<file path="src/hw/rtl/lkq_pkg.sv">
package lkq_pkg;

	localparam int KIND_W   = 2;
	localparam int LOCK_W   = 6;
	localparam int CLIENT_W = 8;
	localparam int STATUS_W = 2;
	localparam int MSG_W    = 2;
	localparam int COUNT_W  = 7;

	localparam int DEF_NUM_LOCKS   = 64;
	localparam int DEF_QUEUE_DEPTH = 8;
	localparam int DEF_CLIENT_BITS = 8;

	typedef enum logic [KIND_W-1:0] {
		KIND_ACQUIRE = 2'd0,
		KIND_RELEASE = 2'd1,
		KIND_STAT    = 2'd2
	} kind_t;

	typedef enum logic [STATUS_W-1:0] {
		ST_OK         = 2'd0,
		ST_RETRY      = 2'd1,
		ST_QUEUE_FULL = 2'd2
	} status_t;

	typedef enum logic [MSG_W-1:0] {
		MSG_NONE   = 2'd0,
		MSG_REVOKE = 2'd1,
		MSG_RETRY  = 2'd2
	} msg_t;

	typedef enum logic [2:0] {
		S_IDLE = 3'b001,
		S_LOOK = 3'b010,
		S_UPD  = 3'b100
	} state_t;

endpackage

</file>
<file path="src/hw/rtl/lkq_ram.sv">
module lkq_ram import lkq_pkg::*; #(
	parameter int WIDTH = DEF_CLIENT_BITS,
	parameter int DEPTH = DEF_NUM_LOCKS * DEF_QUEUE_DEPTH,
	localparam int AW = (DEPTH > 1) ? $clog2(DEPTH) : 1
) (
	input  logic             clk,
	input  logic             we,
	input  logic [AW-1:0]    waddr,
	input  logic [WIDTH-1:0] wdata,
	input  logic             re,
	input  logic [AW-1:0]    raddr,
	output logic [WIDTH-1:0] rdata
);

	logic [WIDTH-1:0] mem [DEPTH];

	always_ff @(posedge clk) begin
		if (we) begin
			mem[waddr] <= wdata;
		end
	end

	always_ff @(posedge clk) begin
		if (re) begin
			rdata <= mem[raddr];
		end
	end

endmodule

</file>
<file path="src/hw/rtl/lkq_lock_table.sv">
module lkq_lock_table import lkq_pkg::*; #(
	parameter int ENT_W = 16,
	parameter int DEPTH = DEF_NUM_LOCKS,
	localparam int AW = (DEPTH > 1) ? $clog2(DEPTH) : 1
) (
	input  logic             clk,
	input  logic             arst_n,
	input  logic             we,
	input  logic [AW-1:0]    waddr,
	input  logic [ENT_W-1:0] wdata,
	input  logic             re,
	input  logic [AW-1:0]    raddr,
	output logic [ENT_W-1:0] rdata
);

	// An entry never written reads as all zero: free lock, empty queue.
	logic [DEPTH-1:0] vld_q;
	logic             rd_vld_q;
	logic [ENT_W-1:0] ram_rdata;

	lkq_ram #(
		.WIDTH(ENT_W),
		.DEPTH(DEPTH)
	) u_ram (
		.clk  (clk),
		.we   (we),
		.waddr(waddr),
		.wdata(wdata),
		.re   (re),
		.raddr(raddr),
		.rdata(ram_rdata)
	);

	always_ff @(posedge clk or negedge arst_n) begin
		if (!arst_n) begin
			vld_q    <= '0;
			rd_vld_q <= 1'b0;
		end else begin
			if (we) begin
				vld_q[waddr] <= 1'b1;
			end
			if (re) begin
				rd_vld_q <= vld_q[raddr];
			end
		end
	end

	assign rdata = rd_vld_q ? ram_rdata : '0;

endmodule

</file>
<file path="config.mk">
export PLATFORM = sky130hd
export DESIGN_NAME = lkq_lock_table
export DESIGN_NICKNAME = d
export VERILOG_FILES = /design/src/hw/rtl/lkq_pkg.sv /design/src/hw/rtl/lkq_ram.sv /design/src/hw/rtl/lkq_lock_table.sv
export SDC_FILE = /design/constraint.sdc
export NUM_CORES = 1
export LEC_CHECK = 0
export BUFFER_PORTS_ARGS = -buffer_cell sky130_fd_sc_hd__buf_2
export CORE_MARGIN = 8
export CORE_UTILIZATION = 50
export CTS_CLUSTER_SIZE = 25
export DETAILED_ROUTE_END_ITERATION = 7
export PLACE_DENSITY = 0.71
export SLEW_MARGIN = 15
export SYNTH_ARGS = -nofsm -noshare
export SYNTH_HDL_FRONTEND = slang
export SYNTH_SLANG_ARGS = --single-unit
</file>
<file path="constraint.sdc">
create_clock -name clk -period 3.6 [get_ports clk]
set_input_delay 0.18 -clock clk [delete_from_list [all_inputs] [get_ports clk]]
set_output_delay 0.18 -clock clk [all_outputs]
set_load 0.01 [all_outputs]
</file>
**After elaboration in Yosys (flattened, before gate mapping)**

Memories as Yosys holds them, arrays and structs flattened. A register that Yosys moved wholly into a read port is not among the register bits.
Index checks and enable logic that the tools add are counted.

- Bitwise operators: 1
- Mux-type cells: 7
- Reduce and logical (&&, ||, !) cells: 1
- Order comparisons: 3

Operators with widths:

| kind | number |
|---|---|
| $or A64 B64 Y64 | 1 |
| $mux W16 | 1 |
| $lt A6 B7 Y1 const B | 2 |
| $bmux W1 S6 | 1 |
| $demux W1 S6 | 1 |
| $ge A6 B1 Y1 const B | 1 |
| $mux W1 | 4 |
| $logic_and A1 B1 Y1 | 1 |

- Output and inout bits: 16
- Flip-flop bits (word level): 65
- Logic and storage cells: 15
- Memories kept: 1
- Input port bits: 32
- RAM bits: 1024

Memories:

| memory | words | bits a word | rd ports | clocked after memory_dff | wr ports | line | text |
|---|---|---|---|---|---|---|---|
| u_ram.mem | 64 | 16 | 1 | 1 | 1 | lkq_ram.sv:15 | `logic [WIDTH-1:0] mem [DEPTH];` |

**Longest topological paths before layout**

Gate-level depths: netlist of the first run.

- Depth in word-level cells: 5
- Gate-level depth with buffers: 8
- Gate-level depth less buffers: 5

**Hierarchy**

Synthesis of the first run repeated with hierarchy kept, for this count alone.

- Cells, all modules: 2083
- Area total of the unflattened synthesis: 43289.0 µm²

By module, submodules not included:

| module | area an instance (µm²) | cells an instance | seq. area each (µm²) | times used |
|---|---|---|---|---|
| lkq_ram | 40202.3 | 1829 | 31230.0 | 1 |
| lkq_lock_table | 3086.7 | 254 | 1626.6 | 1 |

**Least setup slack after synthesis of the first run**

OpenSTA, ideal clock, no wires.

- Path kind: input to register
- From: input waddr[3]
- To: memory u_ram.mem[48][0] in the netlist's numbering, enable pin
- Path buffers: 1
- Path slack: 1193 ps
- Cell stages on the path: 4
- Data required time: 3189 ps
- Arrival: 1996 ps
- Setup time: 411 ps
- Cell sequence: clkbuf_1 > nand4b_1 > or2_2 > nor3_1

RTL lines:

| element | line | text |
|---|---|---|
| start: declaration | lkq_lock_table.sv:9 | `input logic [AW-1:0] waddr,` |
| end: declaration | lkq_ram.sv:15 |  |

No word-level cell before the write port.

==> impl_metrics.env, run 1 <==
export IMPL_status="finished clean"
export IMPL_ys_ff_latch=1105
export IMPL_grt_max_degree=65
export IMPL_place_gp_congestion=0.802
export IMPL_dieArea_sq_um=94200
export IMPL_p_leak_nw=15.6
export IMPL_viasPerCell=6.14
export IMPL_vdd_drop_max_v=0.000487
export IMPL_synth_edf_count=1040
export IMPL_die_w_microns=307
export IMPL_clkTransAtPathRegs_ns=0.06
export IMPL_antenna_found_initial=5
export IMPL_criticalPathCategory="primary input to flip-flop"
export IMPL_utilization_pct=57.5
export IMPL_slowest_stage="mux4_2"
export IMPL_critPathLaunchType="primary input"
export IMPL_post_dp_hpwl_microns=54600
export IMPL_grt_ovfl_total=0
export IMPL_start_util_pct=50.6
export IMPL_cts_buffers=105
export IMPL_crit_path_end_kind="flip-flop"
export IMPL_regArea_sq_um=32900
export IMPL_max_freq_mhz=414
export IMPL_multi_input_area_sq_um=8990
export IMPL_synth_most_common_cell="edfxtp_1"
export IMPL_rsz0062_at_grt="no"
export IMPL_drt_initial_drc_count=2365
export IMPL_cpPeakStageDelay_ns=0.54
export IMPL_synth_top_family_by_area="multiplexers"
export IMPL_routed_wl_microns=97100
export IMPL_syn_area_per_cell_sq_um=23.5
export IMPL_cap_violations=0
export IMPL_syn_area_sq_um=42300
export IMPL_nets=2011
export IMPL_io_buffer_count=47
export IMPL_hold_worst_slack_ns=0.0282
export IMPL_cp_top_family="multiplexers"
export IMPL_ant_nets=0
export IMPL_synth_mux_area_share_pct=18.0
export IMPL_place_area_sq_um=44600
export IMPL_drc=0
export IMPL_first_pass_iters=6
export IMPL_crit_buf_inv=3
export IMPL_grt_util_all_layers_pct=20.8
export IMPL_dpl_worst_slack_ns=0.469
export IMPL_tightest_slew_ns=1.19
export IMPL_post_drt_wl_per_cell_microns=30.3
export IMPL_cts_buffer_depth=3
export IMPL_num_antenna_cells=0
export IMPL_yosys_top_cells_area="edfxtp_1 74%, mux4_2 18%, dfrtp_1 3.8%"
export IMPL_drive_gt1_share_pct=34.0
export IMPL_power_per_cell_area_nw_per_um2=560
export IMPL_fillers=5864
export IMPL_synth_cell_types=31
export IMPL_vias=19672
export IMPL_synth_xor_area_share_pct=0
export IMPL_grt_pass1_vias=20299
export IMPL_cts_htree_levels=3
export IMPL_path_cells="buf_8, buf_12, buf_12, mux4_2, mux4_2, a22oi_1, nand2_1"
export IMPL_synth_seq_area_share_pct=77.7
export IMPL_crit_arrival_ns=2.79
export IMPL_grt_pass1_wl_microns=141000
export IMPL_ys_flop_type="edfxtp_1"
export IMPL_synth_nets=1831
export IMPL_critical_path_required_ns=3.98
export IMPL_drv_slew=0
export IMPL_fin_ws_ns=1.19
export IMPL_synthCells=1799
export IMPL_netlist_top_cells_count="1040 x edfxtp_1, 329 x mux4_2, 74 x nor2_1, 65 x dfrtp_1, 50 x or2_2"
export IMPL_synth_simple_gate_area_share_pct=2.50
export IMPL_synthArstFlopShare_pct=5.88
export IMPL_core_area_sq_um=83700
export IMPL_tns_ns=0
export IMPL_tritoncts="built"
export IMPL_synth_top_area_cell="edfxtp_1"
export IMPL_clock_sinks=1105
export IMPL_setup_viol=0
export IMPL_period_needed_ns=2.41
export IMPL_period_share_pct=67.1
export IMPL_hold_violations=0
export IMPL_die_h_microns=307
export IMPL_pin_count=48
export IMPL_slew_headroom_pct=20.8
export IMPL_clk_latency_ns=0.66
export IMPL_dp_cells=3001
export IMPL_ys_warn_count=0
export IMPL_ctsResizeCount=0
export IMPL_fin_worst_skew_ns=0.0201
export IMPL_final_area_sq_um=48200
export IMPL_ctsRootBufferMaster="clkbuf_16"
export IMPL_layout_cells_non_filler=3202
export IMPL_num_rows=106
export IMPL_synth_compound_area_share_pct=0.727
export IMPL_hp_class="primary input to flip-flop"
export IMPL_total_power_mw=27.0
export IMPL_worst_path_max_fanout=35
export IMPL_yosysTopAreaCellShare_pct=73.8
export IMPL_syn_to_final_growth_pct=13.8
export IMPL_yosys_area_share_adder_pct=0
## cells in the final DEF (no fill, tap or decap), types with 3 or more instances in the layout
cell type,count
mux2i_1,20
nor2b_1,7
nand2_1,21
clkbuf_1,15
clkinv_2,27
buf_12,19
and2_1,17
buf_4,103
dfrtp_1,65
bufinv_16,12
buf_2,37
or2_2,50
nand2b_1,5
clkbuf_16,110
nand3_1,10
clkinv_1,23
a22oi_1,24
or2_1,16
edfxtp_1,1040
clkinv_4,3
clkinvlp_4,3
o22ai_1,12
dlygate4sd3_1,3
nor2_1,72
inv_1,3
mux4_2,329
## kinds of logic after synthesis
| family | Yosys count |
|---|---|
| multiplexers | 349 |
| flip-flops | 1105 |
| buffers and inverters | 94 |
| AO/OA/AOI/OAI | 43 |
| AND/OR/NAND/NOR | 208 |
## power breakdown
part | switching [mW] | leakage, nW | internal [mW] | total [mW]
registers | 0.121 | 10.2 | 14.3 | 14.4
clock network | 4.59 | 1.72 | 6.46 | 11.0
logic | 0.823 | 3.72 | 0.674 | 1.50
## state kept, by name, summed over array words and instances (netlist names)
name and flops:
u_ram.mem 1024, vld_q 64, u_ram.rdata 16, rd_vld_q 1
## area by class of cell
type | instances | area share [%]
clock inverters | 69 | 1.34
well taps | 1134 | 2.95
flip-flops and latches | 1105 | 68.2
inverters | 3 | 0.0234
clock buffers | 127 | 5.89
repair buffers | 164 | 2.90
multi-input cells | 600 | 18.7
## worst paths after layout
| check | from | to | slack [ns] | cells after the start |
|---|---|---|---|---|
| setup / recovery | raddr[0] | u_ram.rdata[13]$_DFFE_PP_ | 1.19 | 7 |
| hold reg to reg | vld_q[10]$_DFFE_PN0P_ | vld_q[10]$_DFFE_PN0P_ | 0.46 | 1 |
| max in group asynchronous | arst_n | vld_q[63]$_DFFE_PN0P_ | 2.40 | 3 |
| hold / removal | wdata[3] | u_ram.mem[59][3]$_DFFE_PP_ | 0.03 | 1 |
| min in group asynchronous | arst_n | vld_q[5]$_DFFE_PN0P_ | 0.27 | 2 |
| setup reg to reg | u_ram.mem[44][13]$_DFFE_PP_ | u_ram.rdata[13]$_DFFE_PP_ | 1.29 | 4 |
## per-layer routing
metal	global-route usage (%)	vias up	routed length, microns
met2	33.1	1028	47100
li1	-	7971	-
met4	5.95	2	2580
met3	4.91	145	9590
met1	29.0	10526	37900
met5	0	-	11
## repair_timing
item / CTS / global route
hold endpoints to repair: 52 / 20
hold buffers: 2 / 1
buffers inserted: 0 / 0
(Power assumes the default switching activity.)
==> inputs of run 2 (changes only) <==
--- a/config.mk
+++ b/config.mk
@@ -10,7 +10,7 @@
 export CORE_UTILIZATION = 50
 export CTS_CLUSTER_SIZE = 25
 export DETAILED_ROUTE_END_ITERATION = 7
-export PLACE_DENSITY = 0.71
+export PLACE_DENSITY = 0.74
 export SLEW_MARGIN = 15
 export SYNTH_ARGS = -nofsm -noshare
 export SYNTH_HDL_FRONTEND = slang
==> constraint.sdc (replaced) <==
create_clock -name clk -period 2.1 [get_ports clk]
set_input_delay 0.105 -clock clk [delete_from_list [all_inputs] [get_ports clk]]
set_output_delay 0.105 -clock clk [all_outputs]
set_load 0.01 [all_outputs]
==> impl_metrics.env, run 2 (synthesis gave the netlist of run 1 again) <==
export IMPL_grt_pass1_wl_microns=147000
export IMPL_critPathLaunchType="flip-flop"
export IMPL_num_rows=106
export IMPL_wl_met2_microns=48900
export IMPL_rsz0062_at_grt="yes"
export IMPL_tritoncts="built"
export IMPL_antenna_found_initial=5
export IMPL_drv_slew=0
export IMPL_final_area_sq_um=49500
export IMPL_cap_violations=0
export IMPL_vias=20362
export IMPL_wl_met3_microns=9920
export IMPL_tightest_slew_ns=0.987
export IMPL_clk_latency_ns=0.67
export IMPL_cts_setup_buffers=0
export IMPL_place_area_sq_um=45900
export IMPL_core_area_sq_um=83700
export IMPL_violations="negative setup slack"
export IMPL_fin_ws_ns=-0.0757
export IMPL_viasPerCell=6.19
export IMPL_hold_worst_slack_ns=0.00600
export IMPL_critical_path_required_ns=2.49
export IMPL_clkTransAtPathRegs_ns=0.06
export IMPL_die_w_microns=307
export IMPL_hold_violations=0
export IMPL_ant_nets=0
export IMPL_reg_top3="u_ram.mem: 1024 flops, vld_q: 64 flops, u_ram.rdata: 16 flops"
export IMPL_period_needed_ns=2.18
export IMPL_topRoutingLayerUsed="met4"
export IMPL_cts_buffer_depth=3
export IMPL_grt_util_all_layers_pct=21.5
export IMPL_status="complete, but fails checks"
export IMPL_grt_max_degree=66
export IMPL_post_drt_wl_per_cell_microns=30.8
export IMPL_start_util_pct=50.6
export IMPL_drc=0
export IMPL_worst_path_max_fanout=1
export IMPL_ctsRootBufferMaster="clkbuf_16"
export IMPL_first_pass_iters=5
export IMPL_crit_arrival_ns=2.57
export IMPL_die_h_microns=307
export IMPL_clock_sinks=1105
export IMPL_crit_path_end_kind="flip-flop"
export IMPL_m1WireLength_microns=38300
export IMPL_place_gp_congestion=0.858
export IMPL_power_per_cell_area_nw_per_um2=933
export IMPL_total_power_mw=46.2
export IMPL_max_freq_mhz=460
export IMPL_drive_gt1_share_pct=36.6
export IMPL_vdd_drop_max_v=0.000679
export IMPL_io_buffer_count=47
export IMPL_utilization_pct=59.2
export IMPL_layout_commonest_cell="edfxtp_1"
export IMPL_grt_ovfl_total=0
export IMPL_setup_viol=7
export IMPL_criticalPathCategory="flip-flop to flip-flop"
export IMPL_grt_pass1_vias=21376
export IMPL_hp_class="primary input to flip-flop"
export IMPL_nets=2096
export IMPL_dieArea_sq_um=94200
export IMPL_mostFrequentLayoutCells="1040 x edfxtp_1, 329 x mux4_2, 112 x buf_4, 110 x clkbuf_16, 76 x buf_12"
export IMPL_period_share_pct=104
export IMPL_p_leak_nw=16.2
export IMPL_cts_htree_levels=3
export IMPL_largest_register_ffs=1024
export IMPL_post_dp_hpwl_microns=60500
export IMPL_slew_headroom_pct=34.2
export IMPL_cts_buffers=107
export IMPL_drt_initial_drc_count=2476
export IMPL_pin_count=48
export IMPL_syn_to_final_growth_pct=17.0
export IMPL_fin_worst_skew_ns=0.0246
export IMPL_routed_wl_microns=101000
export IMPL_top_register="u_ram.mem"
-- run 2: cell count changes in the layout (fill, tap and decap cells not counted), moves of 7 or more --
cell,delta
buf_12,+57
clkbuf_1,+13
buf_4,+9
a22oi_1,-7
a22oi_2,+7
clkinv_1,-7
-- run 2: metal layers --
metal,global-route usage [%],vias to the layer above
li1,-,8163
met4,8.32,0
met1,28.2,10852
met3,5.90,216
met2,34.3,1131
met5,0,-
-- run 2: worst max-delay path: stages, from the launching register on --
cell and delay [ns]:
edfxtp_1 0.40, mux4_2 0.51, mux4_2 0.55, a22oi_2 0.36
nand2_1 0.09
-- run 2: worst paths after layout --
kind / from / to / cells after the start / slack (ns)
max in group asynchronous: arst_n / vld_q[17]$_DFFE_PN0P_ / 3 / 1.67
min: wdata[10] / u_ram.mem[27][10]$_DFFE_PP_ / 1 / 0.006
max reg2reg: u_ram.mem[46][8]$_DFFE_PP_ / u_ram.rdata[8]$_DFFE_PP_ / 4 / -0.08
min reg2reg: vld_q[55]$_DFFE_PN0P_ / vld_q[55]$_DFFE_PN0P_ / 1 / 0.47
max: u_ram.mem[46][8]$_DFFE_PP_ / u_ram.rdata[8]$_DFFE_PP_ / 4 / -0.08
min in group asynchronous: arst_n / vld_q[4]$_DFFE_PN0P_ / 3 / 0.08
-- run 2: power by group --
part	switching (mW)	leakage (nW)	internal (mW)	total, mW
clock	7.96	1.67	10.7	18.6
combinational	1.54	4.30	1.31	2.85
sequential	0.208	10.2	24.5	24.7
total	9.71	16.2	36.5	46.2
-- run 2: what timing repair did --
action                                  4_1_cts  5_1_grt
pin swaps                                     3        3
gates resized for setup                      10       10
endpoints found under the setup margin        8       11
hold endpoints to repair                    211        0
hold buffers                                  9        0
-- run 2: final cells by class --
cell class                 instances  area (sq um)
inverter                           3          11.3
antenna                            4          10.0
timing repair buffer             247          2760
tap                             1134          1420
clock inverter                    56           490
fill                            5647         34200
sequential                      1105         32900
multi-input combinational        600          9040
clock buffer                     143          2930
-- run 2: metrics by stage --
stage / TNS, ns / worst slack [ns] / std cells
final: -0.230 / -0.0757 / 3292
after global routing: -0.579 / -0.0998 / 3288
after CTS: -0.201 / -0.0423 / 3288
after detailed placement: -5.19 / -0.557 / 3080
after global placement: -5.01 / -0.577 / 3080
after floorplan: 0 / 0.00623 / 1799
